==> config.mk <==
export PLATFORM = sky130hd
export DESIGN_NAME = lifo_stack_engine_top
export DESIGN_NICKNAME = d
export VERILOG_FILES = /design/src/hw/rtl/lse_pkg.sv /design/src/hw/rtl/lse_ctrl.sv /design/src/hw/rtl/lse_datapath.sv /design/src/hw/rtl/lifo_stack_engine_top.sv
export SDC_FILE = /design/constraint.sdc
export NUM_CORES = 2
export LEC_CHECK = 0
export BUFFER_PORTS_ARGS = -buffer_cell sky130_fd_sc_hd__buf_2
export CAP_MARGIN = 10
export CORE_UTILIZATION = 35
export CTS_BUF_LIST = sky130_fd_sc_hd__clkbuf_16
export CTS_CLUSTER_DIAMETER = 40
export DETAILED_ROUTE_END_ITERATION = 12
export HOLD_SLACK_MARGIN = 0.06
export PLACE_DENSITY = 0.48
export SYNTH_ARGS = -nofsm -noshare
export SYNTH_HDL_FRONTEND = slang
export SYNTH_SLANG_ARGS = --single-unit
==> constraint.sdc <==
create_clock -name clk_i -period 6.9 [get_ports clk_i]
set_input_delay 1.38 -clock clk_i [delete_from_list [all_inputs] [get_ports clk_i]]
set_output_delay 1.38 -clock clk_i [all_outputs]
set_load 0.02 [all_outputs]
==> src/hw/rtl/lse_pkg.sv <==
// Package for the LIFO stack engine: operation and status codes,
// request/result payload structs, controller state and control structs.
// No dependencies.
`default_nettype none

package lse_pkg;

  localparam int unsigned WORD_W  = 32;
  localparam int unsigned DEPTH_W = 7;

  typedef enum logic [1:0] {
    FUNC_PUSH  = 2'd0,
    FUNC_POP   = 2'd1,
    FUNC_LIST  = 2'd2,
    FUNC_CLEAR = 2'd3
  } func_e;

  typedef enum logic [1:0] {
    STAT_OK    = 2'd0,
    STAT_EMPTY = 2'd1,
    STAT_FULL  = 2'd2
  } status_e;

  typedef enum logic [1:0] {
    S_IDLE,
    S_DECODE,
    S_LIST
  } state_e;

  typedef struct packed {
    func_e                     func;
    logic signed [WORD_W-1:0]  push_value;
  } req_t;

  typedef struct packed {
    logic signed [WORD_W-1:0]  word_out;
    logic [1:0]                status;
    logic [DEPTH_W-1:0]        depth_now;
    logic                      last;
  } res_t;

  typedef struct packed {
    logic load;
    logic exec;
    logic step;
  } cmd_t;

  typedef struct packed {
    logic is_list;
    logic empty;
    logic ptr_zero;
  } sts_t;

endpackage

`default_nettype wire

==> src/hw/rtl/lse_ctrl.sv <==
// Controller state machine for the LIFO stack engine.
// Drives datapath commands and busy; depends on lse_pkg.
`default_nettype none

module lse_ctrl
  import lse_pkg::*;
(
  input  logic clk_i,
  input  logic rst_ni,
  input  logic start,
  output logic busy,
  input  sts_t sts_i,
  output cmd_t cmd_o
);

  state_e state_q, state_d;

  always_ff @(posedge clk_i or negedge rst_ni) begin
    if (!rst_ni) begin
      state_q <= S_IDLE;
    end else begin
      state_q <= state_d;
    end
  end

  always_comb begin
    state_d = state_q;
    case (state_q)
      S_IDLE: begin
        if (start) begin
          state_d = S_DECODE;
        end
      end
      S_DECODE: begin
        if (sts_i.is_list && !sts_i.empty && !sts_i.ptr_zero) begin
          state_d = S_LIST;
        end else begin
          state_d = S_IDLE;
        end
      end
      S_LIST: begin
        if (sts_i.ptr_zero) begin
          state_d = S_IDLE;
        end
      end
      default: begin
        state_d = S_IDLE;
      end
    endcase
  end

  always_comb begin
    cmd_o = '0;
    busy  = 1'b1;
    case (state_q)
      S_IDLE: begin
        busy       = 1'b0;
        cmd_o.load = start;
      end
      S_DECODE: begin
        cmd_o.exec = 1'b1;
      end
      S_LIST: begin
        cmd_o.step = 1'b1;
      end
      default: begin
        busy = 1'b1;
      end
    endcase
  end

endmodule

`default_nettype wire

==> src/hw/rtl/lse_datapath.sv <==
// Datapath for the LIFO stack engine: word store, count, read pointer
// and registered result. Depends on lse_pkg.
`default_nettype none

module lse_datapath
  import lse_pkg::*;
#(
  parameter int unsigned STACK_DEPTH = 64
) (
  input  logic clk_i,
  input  logic rst_ni,
  input  cmd_t cmd_i,
  input  req_t req_i,
  output sts_t sts_o,
  output logic res_valid_o,
  output res_t res_o
);

  localparam int unsigned CNT_W = $clog2(STACK_DEPTH + 1);
  localparam int unsigned IDX_W = $clog2(STACK_DEPTH);

  logic [WORD_W-1:0] mem [STACK_DEPTH];
  logic [WORD_W-1:0] rdata_q;

  logic [CNT_W-1:0]  count_q, count_d;
  logic [IDX_W-1:0]  ptr_q, ptr_d;
  func_e             op_q;
  logic [WORD_W-1:0] val_q;

  logic              valid_q, valid_d;
  logic              sel_q, sel_d;
  status_e           status_q, status_d;
  logic [CNT_W-1:0]  depth_q, depth_d;
  logic              last_q, last_d;
  logic              wr_en;

  logic full, empty, ptr_zero;

  assign full     = (count_q == CNT_W'(STACK_DEPTH));
  assign empty    = (count_q == '0);
  assign ptr_zero = (ptr_q == '0);

  assign sts_o.is_list  = (op_q == FUNC_LIST);
  assign sts_o.empty    = empty;
  assign sts_o.ptr_zero = ptr_zero;

  always_comb begin
    count_d  = count_q;
    ptr_d    = ptr_q;
    valid_d  = 1'b0;
    sel_d    = 1'b0;
    status_d = STAT_OK;
    last_d   = 1'b1;
    wr_en    = 1'b0;
    if (cmd_i.load) begin
      ptr_d = IDX_W'(count_q - CNT_W'(1));
    end
    if (cmd_i.exec) begin
      valid_d = 1'b1;
      case (op_q)
        FUNC_PUSH: begin
          if (full) begin
            status_d = STAT_FULL;
          end else begin
            wr_en   = 1'b1;
            count_d = count_q + CNT_W'(1);
          end
        end
        FUNC_POP: begin
          if (empty) begin
            status_d = STAT_EMPTY;
          end else begin
            sel_d   = 1'b1;
            count_d = count_q - CNT_W'(1);
          end
        end
        FUNC_LIST: begin
          if (empty) begin
            status_d = STAT_EMPTY;
          end else begin
            sel_d  = 1'b1;
            last_d = ptr_zero;
            ptr_d  = ptr_q - IDX_W'(1);
          end
        end
        FUNC_CLEAR: begin
          count_d = '0;
        end
        default: begin
          count_d = count_q;
        end
      endcase
    end
    if (cmd_i.step) begin
      valid_d = 1'b1;
      sel_d   = 1'b1;
      last_d  = ptr_zero;
      ptr_d   = ptr_q - IDX_W'(1);
    end
    depth_d = count_d;
  end

  always_ff @(posedge clk_i or negedge rst_ni) begin
    if (!rst_ni) begin
      count_q <= '0;
      valid_q <= 1'b0;
    end else begin
      count_q <= count_d;
      valid_q <= valid_d;
    end
  end

  always_ff @(posedge clk_i) begin
    ptr_q <= ptr_d;
    if (cmd_i.load) begin
      op_q  <= req_i.func;
      val_q <= req_i.push_value;
    end
    if (valid_d) begin
      sel_q    <= sel_d;
      status_q <= status_d;
      depth_q  <= depth_d;
      last_q   <= last_d;
    end
  end

  always_ff @(posedge clk_i) begin
    if (wr_en) begin
      mem[count_q[IDX_W-1:0]] <= val_q;
    end
    rdata_q <= mem[ptr_q];
  end

  assign res_valid_o     = valid_q;
  assign res_o.word_out  = sel_q ? rdata_q : '0;
  assign res_o.status    = status_q;
  assign res_o.depth_now = DEPTH_W'(depth_q);
  assign res_o.last      = last_q;

endmodule

`default_nettype wire

==> src/hw/rtl/lifo_stack_engine_top.sv <==
// Top level of the LIFO stack engine: controller plus datapath.
// Depends on lse_pkg, lse_ctrl and lse_datapath.
//
//   port group           direction  handshake
//   start, req_i         in         transfer when start high and busy low
//   busy                 out        high while an operation is in progress
//   res_valid_o, res_o   out        high with each result, receiver cannot stall
//
// Push, pop and clear go through decode back to idle; the result passes the
// state register and the result register. List stays in the list state
// until the read pointer is zero and streams one word per cycle from the
// single memory read port; a stack of under two words skips the list state.
// Reset empties the stack at once; store contents stay undefined.
// Results are never held off, so nothing stalls the engine.
`default_nettype none

module lifo_stack_engine_top
  import lse_pkg::*;
#(
  parameter int unsigned STACK_DEPTH = 64
) (
  input  logic clk_i,
  input  logic rst_ni,
  input  logic start,
  output logic busy,
  input  req_t req_i,
  output logic res_valid_o,
  output res_t res_o
);

  cmd_t cmd;
  sts_t sts;

  lse_ctrl u_ctrl (
    .clk_i  (clk_i),
    .rst_ni (rst_ni),
    .start  (start),
    .busy   (busy),
    .sts_i  (sts),
    .cmd_o  (cmd)
  );

  lse_datapath #(
    .STACK_DEPTH (STACK_DEPTH)
  ) u_datapath (
    .clk_i       (clk_i),
    .rst_ni      (rst_ni),
    .cmd_i       (cmd),
    .req_i       (req_i),
    .sts_o       (sts),
    .res_valid_o (res_valid_o),
    .res_o       (res_o)
  );

endmodule

`default_nettype wire

Yosys cells after proc, flatten, opt, wreduce, memory -nomap -nowiden --
Memories as Yosys holds them, arrays and structs flattened. A register that Yosys moved wholly into a read port is not among the register bits. Index checks and enable logic that the tools add are counted.
Storage, ports and cells: bits in registers 61, memory bits (writable) 2048, output and inout bits 44, logic and storage cells 67, memories 1
Memories:
- u_datapath.mem | words 64, width 32, read ports 1, clocked after Yosys merged registers in 1, write ports 1, line lse_datapath.sv:22 | logic [WORD_W-1:0] mem [STACK_DEPTH];
Cells by class: add/subtract/negate cells 3, equality and inequality tests 8, mux-type cells 35, reductions and logical operators 10
Operators by type and width (count):
- $mux 32 | 1
- $mux 6 | 5
- $mux 7 | 3
- $pmux 7 s3 | 1
- $mux 1 | 19
- $mux 2 | 4
- $add 7x1->7 const B | 1
- $eq 7x7->1 const B | 1
- $logic_not 7->1 | 1
- $sub 7x1->7 const B | 1
- $eq 2x2->1 const B | 3
- $logic_not 6->1 | 1
- $pmux 2 s3 | 1
- $sub 6x1->6 const B | 1
- $eq 2x1->1 const B | 2
- $logic_not 2->1 | 2
- $pmux 2 s2 | 1
- $logic_and 1x1->1 | 2
- $logic_not 1->1 | 2
- $ne 2x1->1 const B | 1
- $ne 2x2->1 const B | 1
- $reduce_and 2->1 | 1
- $reduce_or 2->1 | 1

Depth between registers and ports, before layout --
word-level depth 7, mapped depth 9, gate-level depth less buffers 7

Modules after synthesis --
Synthesis repeated with hierarchy kept, for this count alone.
Second synthesis, totals: cell total of the unflattened synthesis 3810, area, all modules 81739.6 µm²
By module, submodules not included:
- lse_datapath | times used 1, cells each 3800, area an instance 81638.3 µm², sequential area each 63811.2 µm²
- lse_ctrl | times used 1, cells each 10, area an instance 101.3 µm², sequential area each 50.0 µm²

Worst setup path after synthesis --
No wires, ideal clock.
kind reg-to-reg, start register u_datapath.count_q[1], end memory u_datapath.mem[63][0], enable pin, setup time 0.421 ns, data arrival time 3.146 ns, required time 6.479 ns, slack 3.333 ns, cell stages (with the launch flop) 9, path buffers 1, clock period less this slack 3.567 ns, cells stage by stage dfrtp_1 -> clkbuf_1 -> inv_1 -> ha_1 -> nor2b_1 -> nand3_1 -> nor3b_1 -> nand3_1 -> nor2_1
On the way: cells in the longest elaborated chain, start to end 6
Ends and longest elaborated chain:
- from (decl) | line lse_datapath.sv:25 | logic [CNT_W-1:0] count_q, count_d;
- from (signal assigned) | line lse_datapath.sv:108 | count_q <= count_d;
- $eq 7x7->1 | line lse_datapath.sv:39 | assign full = (count_q == CNT_W'(STACK_DEPTH));
- $mux 1 | line lse_datapath.sv:62 | if (full) begin
- $mux 1 | line lse_datapath.sv:60 | case (op_q)
- $mux 1 | line lse_datapath.sv:58 | if (cmd_i.exec) begin
- $mux 1 | line lse_datapath.sv:128 | if (wr_en) begin
- $mux 1 (implied by the code) | line lse_datapath.sv:129 | mem[count_q[IDX_W-1:0]] <= val_q;
- to (decl) | line lse_datapath.sv:22
Several ways; a longest one is shown, not always the timed one.

Worst setup path after layout --
start register u_datapath.count_q[0], end memory u_datapath.mem[14][10], enable pin
Same word-level chain as after synthesis.

==> load_flow_metrics.sql <==
INSERT INTO impl_metrics (metric_group, metric, value, unit) VALUES
('logic_synthesis', 'part_of_the_yosys_area_used_for_sequential_elements', '78.6', '%'),
('sta', 'final-hold-violation-count', '0', ''),
('sta', 'finalSetupTns', '0', 'ps'),
('power_and_ir_drop', 'p_sw_share', '31.5', '%'),
('logic_synthesis', 'synth_mux_area_share', '13.5', '%'),
('die', 'initial_core_util', '35.3', '%'),
('drt', 'drtAntennaViolNets', '0', ''),
('sta', 'grt_setup_unrepaired', 'no', ''),
('worst_setup_path', 'library_cell_contributing_the_largest_single_delay_on_the_critical_path', 'sky130_fd_sc_hd__nor2_4', ''),
('finish', 'n_fill_cell', '19944', ''),
('clocking', 'cts_inserted_buffers', '341', ''),
('drt', 'route.vias.total', '40157', ''),
('worst_setup_path', 'critical_path_required_time', '7420', 'ps'),
('clocking', 'post_cts.resized_instances', '0', ''),
('die', 'die-area', '0.234', 'sq mm'),
('global_routing', 'via_count_of_the_first_global_routing_pass', '40557', ''),
('logic_synthesis', 'yosysMostFrequentCell', 'sky130_fd_sc_hd__edfxtp_1', ''),
('die', 'die_x', '484', 'um'),
('drt', 'drcViolationCount', '0', ''),
('logic_synthesis', 'yosys_most_used_dff', 'sky130_fd_sc_hd__edfxtp_1', ''),
('power_and_ir_drop', 'switching_power', '13.7', 'mW'),
('logic_synthesis', 'post_synth_and_or_nand_nor_area_fraction', '2.09', '%'),
('logic_synthesis', 'ys_warn_count', '0', ''),
('sta', 'finalMaxSlewViolations', '0', ''),
('power_and_ir_drop', 'internal-power', '29.7', 'mW'),
('logic_synthesis', 'synth_compound_gate_area_share', '4.20', '%'),
('finish', 'final_net_count', '4119', ''),
('clocking', 'cts.clk_slew.worst_paths', '60', 'ps'),
('sta', 'timing.slew.headroom', '18.7', '%'),
('clocking', 'clk_path_buf_depth', '4', ''),
('place', 'place_congestion', '0.796', ''),
('sta', 'fmax', '0.251', 'GHz'),
('sta', 'clock_skew', '103', 'ps'),
('power_and_ir_drop', 'power.sequential.fraction', '35.8', '%'),
('drt', 'met2RoutedLength', '111', 'mm'),
('logic_synthesis', 'synth-edff-count', '2093', ''),
('global_routing', 'grt_pass1_wl', '325', 'mm'),
('drt', 'top_signal_layer_used', 'met4', ''),
('drt', 'detail_route.first_pass.iterations', '5', ''),
('worst_setup_path', 'start_to_end_type_of_the_worst_setup_path', 'reg2reg', ''),
('power_and_ir_drop', 'clock_power_share', '39.5', '%'),
('clocking', 'cts_setup_buffers', '0', ''),
('worst_setup_path', 'cp_num_buf_inv', '1', ''),
('worst_setup_path', 'setup.worst_path.end_class', 'register', ''),
('logic_synthesis', 'synthesis.nets', '3775', ''),
('worst_setup_path', 'worst_r2r_path_depth', '7', ''),
('logic_synthesis', 'synth.distinct_cells', '57', ''),
('worst_setup_path', 'timing.critical_path.max_delay_family', 'simple AND/OR/NAND/NOR gates', ''),
('finish', 'footprint_of_the_flip_flops_and_latches', '0.0639', 'sq mm'),
('power_and_ir_drop', 'leakagePower', '31.0', 'nW'),
('power_and_ir_drop', 'power.ir.vdd_worst', '0.000360', 'V'),
('logic_synthesis', 'synth_commonest_cells', '2093 x sky130_fd_sc_hd__edfxtp_1, 468 x sky130_fd_sc_hd__mux4_2, 194 x sky130_fd_sc_hd__a22oi_1', ''),
('worst_setup_path', 'delay_contributed_by_the_slowest_stage_of_the_critical_path', '1180', 'ps'),
('place', 'post-place-ws', '2840', 'ps'),
('sta', 'post-route-min-period', '3980', 'ps'),
('logic_synthesis', 'synthArstFlopShare', '0.467', '%'),
('worst_setup_path', 'crit_path_start_kind', 'register', ''),
('drt', 'vias_per_cell', '5.45', ''),
('sta', 'transition_time_of_the_tightest_slew_check_pin', '1220', 'ps'),
('power_and_ir_drop', 'power_frac_comb', '24.7', '%'),
('logic_synthesis', 'synth_top_area_share', '77.3', '%'),
('status', 'status', 'finished clean', ''),
('place', 'detailed_place.area', '0.0861', 'sq mm'),
('logic_synthesis', 'synth_area_per_cell', '21.8', 'sq um'),
('finish', 'multi_input_area', '0.0168', 'sq mm'),
('die', 'core-area', '0.230', 'sq mm'),
('worst_setup_path', 'path_cells', 'inv_1 > ha_1 > nor2b_1 > nand3_1 > nor3b_1 > nand3_2 > nor2_4', ''),
('worst_setup_path', 'r2r-start', 'u_datapath.count_q[0]$_DFF_PN0_', ''),
('global_routing', 'grt_overflow', '0', ''),
('clocking', 'cts-htree-levels', '5', ''),
('finish', 'layout-drive-gt1-share', '30.7', '%');
==> per-stage QoR <==
| step | hold WS (ps) | util, % |
|---|---|---|
| 2_1_floorplan | 505 | - |
| 3_3_place_gp | 525 | 37.4 |
| 3_5_place_dp | 537 | 37.4 |
| 4_1_cts | 343 | 42.4 |
| 5_1_grt | 367 | 42.4 |
| 6_report | 400 | 42.4 |
==> worst reg2reg max path, delay by kind of cell (launching register included) <==
family	cells	cell delay [ps]
and+or+nand+nor	5	2640
adders and majority gates	1	280
DFF	1	480
buffers and inverters	1	160
==> cell type report <==
cell class	count	share of cell area, %
Clock buffer	347	8.90
Clock inverter	259	2.86
Multi-Input combinational cell	1352	17.2
Antenna cell	11	0.0282
Inverter	18	0.0692
Tap cell	3026	3.88
Timing Repair Buffer	215	1.60
Sequential cell	2141	65.4
==> power by group through the flow <==
stage | logic, mW | clock network (mW) | registers [mW]
finish | 10.7 | 17.1 | 15.5
floorplan | 6.17 | 0 | 15.8
detailed placement | 10.9 | 0 | 15.8
global placement | 10.9 | 0 | 15.8
CTS | 10.9 | 17.4 | 15.6
global route | 11.3 | 17.9 | 15.6
==> kinds of logic after synthesis <==
logic type / after synthesis
muxes: 507
adders and majority gates: 13
and+or+nand+nor: 348
DFF: 2141
buffers and inverters: 232
xor gates and xnor gates: 4
AOI/OAI and AO/OA: 480
==> worst max path at each step <==
stage | endpoint | start | cells after the start | slack (ps)
2_1_floorplan | u_datapath.mem[63][0]$_DFFE_PP_ | u_datapath.count_q[1]$_DFF_PN0_ | 8 | 3330
3_3_place_gp | u_datapath.mem[6][7]$_DFFE_PP_ | u_datapath.count_q[1]$_DFF_PN0_ | 7 | 2960
3_5_place_dp | u_datapath.mem[14][2]$_DFFE_PP_ | u_datapath.count_q[0]$_DFF_PN0_ | 7 | 2840
4_1_cts | u_datapath.mem[14][10]$_DFFE_PP_ | u_datapath.count_q[0]$_DFF_PN0_ | 7 | 2810
5_1_grt | u_datapath.mem[14][10]$_DFFE_PP_ | u_datapath.count_q[0]$_DFF_PN0_ | 7 | 2580
6_report | u_datapath.mem[14][10]$_DFFE_PP_ | u_datapath.count_q[0]$_DFF_PN0_ | 7 | 2920
==> state kept, by name, summed over array words and instances, names as in the netlist <==
signal                  count
u_datapath.depth_q          7
u_datapath.val_q           32
u_datapath.status_q         2
u_ctrl.state_q              2
u_datapath.sel_q            1
u_datapath.mem           2048
u_datapath.last_q           1
u_datapath.rdata_q         32
u_datapath.op_q             2
u_datapath.res_valid_o      1
u_datapath.ptr_q            6
u_datapath.count_q          7
==> cell usage in the layout, fill, tap and decap left out, types with 46 or more instances in the layout <==
cell                        synthesis  layout
sky130_fd_sc_hd__buf_4             23     123
sky130_fd_sc_hd__clkbuf_16          0     347
sky130_fd_sc_hd__mux4_2           468     468
sky130_fd_sc_hd__inv_6              0      46
sky130_fd_sc_hd__a21oi_1           93      93
sky130_fd_sc_hd__a2111oi_0         52      52
sky130_fd_sc_hd__nor2b_1           52      50
sky130_fd_sc_hd__buf_2             76      80
sky130_fd_sc_hd__nor2_4             0      65
sky130_fd_sc_hd__a22oi_1          194     194
sky130_fd_sc_hd__edfxtp_1        2093    2093
sky130_fd_sc_hd__nand2_1          113     113
==> per-layer routing <==
| metal | vias to the layer above | global-route usage, % |
|---|---|---|
| met2 | 1327 | 31.2 |
| li1 | 16601 | - |
| met4 | 0 | 4.91 |
| met3 | 316 | 3.52 |
| met5 | - | 0 |
| met1 | 21913 | 28.5 |
No activity file was read; power rests on OpenSTA's default activity.
